[src/rtl/itw_pkg.sv]
package itw_pkg;

   // word codes
   localparam logic [4:0] WORD_ZERO     = 5'd0;
   localparam logic [4:0] WORD_TEN_BASE = 5'd18;
   localparam logic [4:0] WORD_HUNDRED  = 5'd28;
   localparam logic [4:0] WORD_THOUSAND = 5'd29;
   localparam logic [4:0] WORD_MILLION  = 5'd30;
   localparam logic [4:0] WORD_BILLION  = 5'd31;

   localparam int WORD_W  = 5;
   localparam int SLOTS   = 16;

   // scale factors
   localparam logic [30:0] BILLION = 31'd1000000000;
   localparam logic [29:0] MILLION = 30'd1000000;
   localparam logic [19:0] THOUSAND = 20'd1000;

   // reciprocals for exact division by constants:
   // q = (n * ceil(2^s / d)) >> s with s = width(n) + ceil(log2(d))
   localparam int MIL_SHIFT = 50;
   localparam longint unsigned MIL_RECIP =
      ((64'd1 << MIL_SHIFT) + 64'd999999) / 64'd1000000;
   localparam int THO_SHIFT = 30;
   localparam longint unsigned THO_RECIP =
      ((64'd1 << THO_SHIFT) + 64'd999) / 64'd1000;

   // value split into its groups of three digits
   typedef struct packed {
      logic       zero;
      logic [1:0] bil;
      logic [9:0] mil;
      logic [9:0] tho;
      logic [9:0] rem;
   } itw_groups_type;

   // token slots in speaking order, with a mask of the ones in use
   typedef struct packed {
      logic [SLOTS-1:0]             mask;
      logic [SLOTS-1:0][WORD_W-1:0] words;
   } itw_slots_type;

   // hundreds digit of a group 0..999
   function automatic logic [3:0] hundreds_digit(input logic [9:0] grp);
      logic [3:0] h;
      h = 4'd0;
      for (int k = 1; k <= 9; k++) begin
         if (grp >= 10'(k * 100)) h = 4'(k);
      end
      return h;
   endfunction

   // tens digit of a remainder 0..99
   function automatic logic [3:0] tens_digit(input logic [6:0] rest);
      logic [3:0] t;
      t = 4'd0;
      for (int k = 1; k <= 9; k++) begin
         if (rest >= 7'(k * 10)) t = 4'(k);
      end
      return t;
   endfunction

endpackage

[src/rtl/itw_split.sv]
module itw_split (
   input  logic                   clock,
   input  logic                   reset,
   input  logic                   in_valid,
   output logic                   in_ready,
   input  logic [30:0]            in_value,
   output logic                   out_valid,
   input  logic                   out_ready,
   output itw_pkg::itw_groups_type out_groups
);
   import itw_pkg::*;

   logic v1_ff, v2_ff, v3_ff, v4_ff, v5_ff;
   logic rdy1, rdy2, rdy3, rdy4, rdy5;

   logic        zero1_ff, zero2_ff, zero3_ff, zero4_ff;
   logic [1:0]  bil1_ff, bil2_ff, bil3_ff, bil4_ff;
   logic [29:0] r1_ff, r2_ff;
   logic [9:0]  mil2_ff, mil3_ff, mil4_ff;
   logic [19:0] r3_ff, r4_ff;
   logic [9:0]  tho4_ff;
   itw_groups_type grp5_ff;

   logic [1:0]  bil1_in;
   logic [29:0] r1_in;
   logic [60:0] mil_prod;
   logic [29:0] r3_wide;
   logic [40:0] tho_prod;
   logic [19:0] rem_wide;

   function automatic logic [29:0] mil3_in_fn(input logic [9:0] m);
      return 30'(m) * MILLION;
   endfunction

   // ready chain: a stage moves when it is empty or its successor moves
   assign rdy5     = !v5_ff || out_ready;
   assign rdy4     = !v4_ff || rdy5;
   assign rdy3     = !v3_ff || rdy4;
   assign rdy2     = !v2_ff || rdy3;
   assign rdy1     = !v1_ff || rdy2;
   assign in_ready = rdy1;

   // stage 1: billions by compare, remainder below one billion
   always_comb begin
      if (in_value >= 31'(2) * BILLION) begin
         bil1_in = 2'd2;
         r1_in   = 30'(in_value - 31'(2) * BILLION);
      end else if (in_value >= BILLION) begin
         bil1_in = 2'd1;
         r1_in   = 30'(in_value - BILLION);
      end else begin
         bil1_in = 2'd0;
         r1_in   = in_value[29:0];
      end
   end

   // stage 2: millions by reciprocal multiply
   assign mil_prod = 61'(r1_ff) * 61'(MIL_RECIP);
   // stage 3: remainder below one million
   assign r3_wide  = r2_ff - 30'(mil3_in_fn(mil2_ff));
   // stage 4: thousands by reciprocal multiply
   assign tho_prod = 41'(r3_ff) * 41'(THO_RECIP);
   // stage 5: remainder below one thousand
   assign rem_wide = r4_ff - 20'(tho4_ff) * THOUSAND;

   always_ff @(posedge clock) begin
      if (reset) begin
         v1_ff <= 1'b0;
         v2_ff <= 1'b0;
         v3_ff <= 1'b0;
         v4_ff <= 1'b0;
         v5_ff <= 1'b0;
      end else begin
         if (rdy1) v1_ff <= in_valid;
         if (rdy2) v2_ff <= v1_ff;
         if (rdy3) v3_ff <= v2_ff;
         if (rdy4) v4_ff <= v3_ff;
         if (rdy5) v5_ff <= v4_ff;
      end
   end

   always_ff @(posedge clock) begin
      if (rdy1) begin
         zero1_ff <= (in_value == '0);
         bil1_ff  <= bil1_in;
         r1_ff    <= r1_in;
      end
      if (rdy2) begin
         zero2_ff <= zero1_ff;
         bil2_ff  <= bil1_ff;
         r2_ff    <= r1_ff;
         mil2_ff  <= mil_prod[MIL_SHIFT+9:MIL_SHIFT];
      end
      if (rdy3) begin
         zero3_ff <= zero2_ff;
         bil3_ff  <= bil2_ff;
         mil3_ff  <= mil2_ff;
         r3_ff    <= r3_wide[19:0];
      end
      if (rdy4) begin
         zero4_ff <= zero3_ff;
         bil4_ff  <= bil3_ff;
         mil4_ff  <= mil3_ff;
         r4_ff    <= r3_ff;
         tho4_ff  <= tho_prod[THO_SHIFT+9:THO_SHIFT];
      end
      if (rdy5) begin
         grp5_ff.zero <= zero4_ff;
         grp5_ff.bil  <= bil4_ff;
         grp5_ff.mil  <= mil4_ff;
         grp5_ff.tho  <= tho4_ff;
         grp5_ff.rem  <= rem_wide[9:0];
      end
   end

   assign out_valid  = v5_ff;
   assign out_groups = grp5_ff;

endmodule

[src/rtl/itw_digits.sv]
module itw_digits (
   input  logic                    clock,
   input  logic                    reset,
   input  logic                    in_valid,
   output logic                    in_ready,
   input  itw_pkg::itw_groups_type in_groups,
   output logic                    out_valid,
   input  logic                    out_ready,
   output itw_pkg::itw_slots_type  out_slots
);
   import itw_pkg::*;

   // one group of three digits, split into hundreds and the rest
   typedef struct packed {
      logic       nz;
      logic [3:0] hund;
      logic [6:0] rest;
   } split_type;

   // tokens of one group before its scale word
   typedef struct packed {
      logic [3:0]             mask;
      logic [3:0][WORD_W-1:0] words;
   } group_tokens_type;

   logic v6_ff, v7_ff;
   logic rdy6, rdy7;

   logic       zero6_ff;
   logic [1:0] bil6_ff;
   split_type  mil6_ff, tho6_ff, rem6_ff;
   split_type  mil6_in, tho6_in, rem6_in;
   itw_slots_type slots7_ff, slots7_in;
   group_tokens_type mil_tok, tho_tok, rem_tok;

   assign rdy7     = !v7_ff || out_ready;
   assign rdy6     = !v6_ff || rdy7;
   assign in_ready = rdy6;

   function automatic split_type split_group(input logic [9:0] grp);
      split_type s;
      logic [9:0] r;
      s.nz   = (grp != '0);
      s.hund = hundreds_digit(grp);
      r      = grp - 10'(s.hund) * 10'd100;
      s.rest = r[6:0];
      return s;
   endfunction

   function automatic group_tokens_type group_tokens(input split_type s);
      group_tokens_type g;
      logic [3:0] tens;
      logic [6:0] units;
      tens     = tens_digit(s.rest);
      units    = s.rest - 7'(tens) * 7'd10;
      g.mask   = '0;
      g.words  = '0;
      // hundreds word and Hundred
      g.words[0] = 5'(s.hund);
      g.words[1] = WORD_HUNDRED;
      if (s.hund != '0) g.mask[1:0] = 2'b11;
      // teens or tens word, then units
      if (s.rest < 7'd20) begin
         g.words[2] = 5'(s.rest);
         g.mask[2]  = (s.rest != '0);
      end else begin
         g.words[2] = WORD_TEN_BASE + 5'(tens);
         g.mask[2]  = 1'b1;
         g.words[3] = 5'(units[3:0]);
         g.mask[3]  = (units != '0);
      end
      return g;
   endfunction

   // stage 6: hundreds digit and remainder of each group
   assign mil6_in = split_group(in_groups.mil);
   assign tho6_in = split_group(in_groups.tho);
   assign rem6_in = split_group(in_groups.rem);

   // stage 7: token slots in speaking order
   always_comb begin
      mil_tok = group_tokens(mil6_ff);
      tho_tok = group_tokens(tho6_ff);
      rem_tok = group_tokens(rem6_ff);

      // billions: one digit word and Billion
      slots7_in.words[0] = 5'(bil6_ff);
      slots7_in.words[1] = WORD_BILLION;
      slots7_in.mask[1:0] = (bil6_ff != '0) ? 2'b11 : 2'b00;

      slots7_in.words[5:2] = mil_tok.words;
      slots7_in.mask[5:2]  = mil_tok.mask;
      slots7_in.words[6]   = WORD_MILLION;
      slots7_in.mask[6]    = mil6_ff.nz;

      slots7_in.words[10:7] = tho_tok.words;
      slots7_in.mask[10:7]  = tho_tok.mask;
      slots7_in.words[11]   = WORD_THOUSAND;
      slots7_in.mask[11]    = tho6_ff.nz;

      slots7_in.words[15:12] = rem_tok.words;
      slots7_in.mask[15:12]  = rem_tok.mask;

      // a zero value gives the single word Zero
      if (zero6_ff) begin
         slots7_in.words[14] = WORD_ZERO;
         slots7_in.mask[14]  = 1'b1;
      end
   end

   always_ff @(posedge clock) begin
      if (reset) begin
         v6_ff <= 1'b0;
         v7_ff <= 1'b0;
      end else begin
         if (rdy6) v6_ff <= in_valid;
         if (rdy7) v7_ff <= v6_ff;
      end
   end

   always_ff @(posedge clock) begin
      if (rdy6) begin
         zero6_ff <= in_groups.zero;
         bil6_ff  <= in_groups.bil;
         mil6_ff  <= mil6_in;
         tho6_ff  <= tho6_in;
         rem6_ff  <= rem6_in;
      end
      if (rdy7) slots7_ff <= slots7_in;
   end

   assign out_valid = v7_ff;
   assign out_slots = slots7_ff;

endmodule

[src/rtl/itw_serial.sv]
module itw_serial (
   input  logic                   clock,
   input  logic                   reset,
   input  logic                   in_valid,
   output logic                   in_ready,
   input  itw_pkg::itw_slots_type in_slots,
   output logic                   out_valid,
   input  logic                   out_ready,
   output logic [4:0]             out_word,
   output logic                   out_last
);
   import itw_pkg::*;

   logic [SLOTS-1:0]             mask_ff, mask_in;
   logic [SLOTS-1:0][WORD_W-1:0] words_ff;
   logic                         out_valid_ff, out_valid_in;
   logic [WORD_W-1:0]            out_word_ff;
   logic                         out_last_ff;

   logic [3:0]       idx;
   logic [SLOTS-1:0] rest_mask;
   logic             out_free, pop, load;

   // lowest slot still in use
   always_comb begin
      idx = '0;
      for (int i = SLOTS - 1; i >= 0; i--) begin
         if (mask_ff[i]) idx = 4'(i);
      end
   end

   assign rest_mask = mask_ff & ~(SLOTS'(1) << idx);
   assign out_free  = !out_valid_ff || out_ready;
   assign pop       = (mask_ff != '0) && out_free;
   // take the next transaction once the current run is fully handed off
   assign in_ready  = (mask_ff == '0) || (pop && (rest_mask == '0));
   assign load      = in_valid && in_ready;

   always_comb begin
      mask_in = mask_ff;
      if (pop) mask_in = rest_mask;
      if (load) mask_in = in_slots.mask;
      out_valid_in = out_valid_ff;
      if (out_ready) out_valid_in = 1'b0;
      if (pop) out_valid_in = 1'b1;
   end

   always_ff @(posedge clock) begin
      if (reset) begin
         mask_ff      <= '0;
         out_valid_ff <= 1'b0;
      end else begin
         mask_ff      <= mask_in;
         out_valid_ff <= out_valid_in;
      end
   end

   always_ff @(posedge clock) begin
      if (load) words_ff <= in_slots.words;
      if (pop) begin
         out_word_ff <= words_ff[idx];
         out_last_ff <= (rest_mask == '0);
      end
   end

   assign out_valid = out_valid_ff;
   assign out_word  = out_word_ff;
   assign out_last  = out_last_ff;

endmodule

[src/rtl/integer_to_word_tokens_top.sv]
// A value passes the split and digit stages, which hold up to 7 values, then
// the serializer's slot and word registers. Throughput: one word token per cycle
// unless rsp_ready stalls; a value has 1 to 16 tokens on the single output port
// of the token serializer, which loads the next value as it pops the last token.
// Reset (synchronous, active high) empties all stages and the serializer.
module integer_to_word_tokens_top (
   input  logic        clock,
   input  logic        reset,
   input  logic        req_valid,
   output logic        req_ready,
   input  logic [30:0] req_value,
   output logic        rsp_valid,
   input  logic        rsp_ready,
   output logic [4:0]  rsp_word,
   output logic        rsp_last
);
   import itw_pkg::*;

   logic           grp_valid, grp_ready;
   itw_groups_type groups;
   logic           slot_valid, slot_ready;
   itw_slots_type  slots;

   // value to groups of three digits
   itw_split u_split (
      .clock      (clock),
      .reset      (reset),
      .in_valid   (req_valid),
      .in_ready   (req_ready),
      .in_value   (req_value),
      .out_valid  (grp_valid),
      .out_ready  (grp_ready),
      .out_groups (groups)
   );

   // groups to token slots
   itw_digits u_digits (
      .clock     (clock),
      .reset     (reset),
      .in_valid  (grp_valid),
      .in_ready  (grp_ready),
      .in_groups (groups),
      .out_valid (slot_valid),
      .out_ready (slot_ready),
      .out_slots (slots)
   );

   // token slots to one word per transaction
   itw_serial u_serial (
      .clock     (clock),
      .reset     (reset),
      .in_valid  (slot_valid),
      .in_ready  (slot_ready),
      .in_slots  (slots),
      .out_valid (rsp_valid),
      .out_ready (rsp_ready),
      .out_word  (rsp_word),
      .out_last  (rsp_last)
   );

endmodule

[config.mk]
export PLATFORM = sky130hd
export DESIGN_NAME = integer_to_word_tokens_top
export DESIGN_NICKNAME = d
export VERILOG_FILES = /design/src/rtl/itw_pkg.sv /design/src/rtl/itw_split.sv /design/src/rtl/itw_digits.sv /design/src/rtl/itw_serial.sv /design/src/rtl/integer_to_word_tokens_top.sv
export SDC_FILE = /design/constraint.sdc
export NUM_CORES = 2
export LEC_CHECK = 0
export CELL_PAD_IN_SITES_DETAIL_PLACEMENT = 0
export CELL_PAD_IN_SITES_GLOBAL_PLACEMENT = 1
export CORE_MARGIN = 3
export CORE_UTILIZATION = 25
export CTS_BUF_LIST = sky130_fd_sc_hd__clkbuf_16
export DETAILED_ROUTE_END_ITERATION = 10
export DONT_BUFFER_PORTS = 1
export GPL_TIMING_DRIVEN = 0
export PLACE_DENSITY = 0.52
export SYNTH_ARGS = -nofsm -noshare
export SYNTH_HDL_FRONTEND = slang
export SYNTH_SLANG_ARGS = --single-unit
export TNS_END_PERCENT = 50
[constraint.sdc]
create_clock -name clock -period 6.35 [get_ports clock]
set_input_delay 0.3175 -clock clock [delete_from_list [all_inputs] [get_ports clock]]
set_output_delay 0.3175 -clock clock [all_outputs]
set_load 0.03 [all_outputs]
==> results.yml <==
final_layout:
  layout-drive-gt1-share: 0.0621
  fill_cells: 14200
  final_util: 0.287
  post-route-cell-area_mm2: 0.0390
  instances_no_fill: 5065
  fin_nets: 4312
  layout_commonest_cell: "inv_1"
  num_antenna_cells: 0
  syn_to_final_growth_pct: 13.6
  final_cell_mix: "inv_1 (763), ha_1 (597), fa_1 (403)"
place:
  placed_cells: 4917
  place_congestion: 0.823
  dpl-instance-area_mm2: 0.0368
  numPortBuffers: 0
  dpl.hpwl_mm: 71.1
floorplanning:
  fp.dieH_um: 377
  initial_core_util: 0.253
  rows: 135
  die_w_um: 377
  die_area_mm2: 0.142
  coreArea_mm2: 0.136
  boundaryPins: 43
sta:
  tightest_slew_ps: 1060
  timing.hold.ws_ps: 62.8
  max_freq_mhz: 137
  fin_crit_sh: 1.15
  relSlewSlack: 0.285
  finalSetupViolations: 10
  rsz0062_at_grt: "yes"
  report.final.slew_viol_count: 0
  fin_ws_ps: -929
  period_minus_slack_ps: 7280
  skew_ps: 22.6
  hold_violations: 0
clock_network:
  cts_sinks: 327
  cts_tree: "built"
  cts-root-buf: "clkbuf_16"
  clk_latency_ps: 560
  htree_levels: 2
  cts_made_buffers: 38
  clk_pin_slew_ps: 60
  clockBufferDepth: 3
run:
  cap_violations: 0
grt:
  grt_max_degree: 39
  grt_first_pass_wirelength_mm: 135
  antenna_found_initial: 0
  grt_use_total: 0.123
  grt_pass1_vias: 23100
  grt_overflow: 0
outcome:
  violations: "setup timing"
  status: "finished with violations"
route:
  vias: 21600
  drc: 0
  routed_wl_mm: 85.2
  drt_iter0_markers: 981
  dr.pass1.iters: 5
  wl_per_cell_um: 16.8
  viasPerCell: 4.26
  postRouteAntennaNets: 0
setup_path:
  r2r-end: "u_split.mil2_ff[8]"
  cp_max_fo: 5
  startpoint: "u_split.r1_ff[5]"
  endpoint: "u_split.mil2_ff[8]"
  r2r_cells: 25
  cp.arrival_ps: 7570
  required_ps: 6640
  critPathLaunchType: "flip-flop"
  r2r-start: "u_split.r1_ff[5]"
  r2r_slack_ps: -930
  path_class: "reg -> reg"
  cp-end-kind: "flip-flop"
synth:
  synthDistinctLibCells: 74
  ys_seq_elements: 327
  ys_seq_area_frac: 0.279
  synth_edf_count: 303
  ys_warn_count: 0
  synth_area_mm2: 0.0344
  syn_area_per_cell_um2: 11.0
  synth_flop_cell: "edfxtp_1"
  netlist_instances: 3129
  synthArstFlopShare: 0
  syn_nets: 4184
hold_path:
  min_path_type: "in -> reg"
-- registers in the layout (all words and copies together) (netlist names), 5 cells and up --
signal and cells:
u_digits.out_slots 53, u_serial.words_ff 41, u_split.out_groups 33, u_split.r1_ff 30, u_split.r2_ff 20, u_split.r3_ff 20
u_serial.mask_ff 16, u_digits.mil6_ff 12, u_digits.rem6_ff 11, u_split.mil2_ff 10, u_split.mil3_ff 10, u_split.mil4_ff 10
u_split.r4_ff 10, u_split.tho4_ff 10, u_digits.tho6_ff 7, u_digits.slots7_in 5, u_serial.out_word 5
-- per-layer routing --
layer	vias to the layer above	track usage	wire length, um
met4	0	0.0196	1040
met1	10600	0.165	39600
li1	10600	-	-
met5	-	0	0
met3	62	0.0149	2580
met2	245	0.216	42000
-- area by class of cell --
class / count / area, um2 / share of cell area
plain buffers: 46 / 176 / 0.00452
clock buffers: 39 / 976 / 0.0250
clock inverters: 28 / 289 / 0.00741
inverters: 767 / 2880 / 0.0738
multi-input cells: 1989 / 22100 / 0.565
flip-flops and latches: 327 / 9580 / 0.245
well taps: 1781 / 2230 / 0.0571
repair buffers: 88 / 841 / 0.0215
-- critical path, stage by stage, from the launching register on --
cell      delay, ps
edfxtp_1        520
buf_4           220
ha_1            170
inv_1           100
fa_2            510
fa_1            530
fa_1            540
inv_1            50
fa_1            460
fa_1            510
inv_1            60
fa_1            530
inv_1            50
fa_1            460
ha_1            320
nand4_1         150
nor2_4           70
a221oi_4        300
nand3_2         160
o221ai_4        260
a21oi_4         100
buf_12          150
a211oi_4        240
o221a_4         240
o21bai_1         80
xor2_1          180
-- cells in the mapped netlist (all sizes together), types with 5 or more instances --
| library cell | number | area (um2) |
|---|---|---|
| or3 | 8 | 50.1 |
| o21ai | 94 | 474 |
| o31ai | 18 | 135 |
| o22ai | 9 | 56.3 |
| nand4 | 23 | 144 |
| edfxtp | 303 | 9100 |
| a22oi | 8 | 60.1 |
| o311ai | 7 | 61.3 |
| clkbuf | 44 | 165 |
| or4 | 8 | 63.8 |
| a211oi | 13 | 97.6 |
| ha | 606 | 7580 |
| nor2 | 119 | 447 |
| nor3 | 36 | 180 |
| a21o | 31 | 233 |
| nand3 | 27 | 135 |
| inv | 767 | 2880 |
| nor2b | 27 | 169 |
| a31oi | 26 | 163 |
| o21a | 12 | 90.1 |
| a21oi | 136 | 681 |
| or2 | 13 | 81.3 |
| fa | 414 | 8290 |
| xor2 | 29 | 254 |
| and2 | 8 | 50.1 |
| nor4 | 12 | 81.3 |
| o2bb2ai | 11 | 96.3 |
| nor3b | 5 | 42.5 |
| dfxtp | 24 | 480 |
| nand2 | 104 | 390 |
| xnor2 | 96 | 841 |
| mux2i | 5 | 50.1 |
| nand2b | 14 | 87.6 |
-- what timing repair did --
action,4_1_cts,5_1_grt
hold buffers,22,0
pin swaps,14,13
resized for setup,36,23
hold endpoints to repair,22,0
setup buffers,49,9
endpoints found under the setup margin,15,16
-- cells by family after synthesis --
kind of cell / after synthesis / synth area share
buffers and inverters: 813 / 0.0889
flip-flops: 327 / 0.279
AO/OA/AOI/OAI: 415 / 0.0762
adder cells (fa/ha/maj): 1021 / 0.462
multiplexers: 6 / 0.00178
XOR/XNOR: 125 / 0.0319
AND/OR/NAND/NOR: 422 / 0.0602
-- worst min-delay path by stage --
stage	slack, ps	from	to	cells past startpoint
final	60	req_value[11]	u_split.r1_ff[11]	2
after global routing	50	req_value[15]	u_split.r1_ff[16]	2
after CTS	30	req_value[11]	u_split.r1_ff[11]	2
after detailed placement	400	u_split.out_groups[31]	u_digits.bil6_ff[1]	0
after global placement	400	u_split.r2_ff[2]	u_split.r3_ff[2]	0
after floorplan	400	u_split.out_groups[30]	u_digits.bil6_ff[0]	0
-- per-stage QoR --
step | setup TNS [ps] | setup slack (ps)
finish | -7780 | -929
detailed placement | -18960 | -2100
global placement | -36790 | -2140
CTS | -8210 | -955
global route | -10090 | -1150
floorplan | -1310 | -340
Power is not shown: default switching activity piles up to over one toggle a cycle in this logic, so the estimate is an artifact.
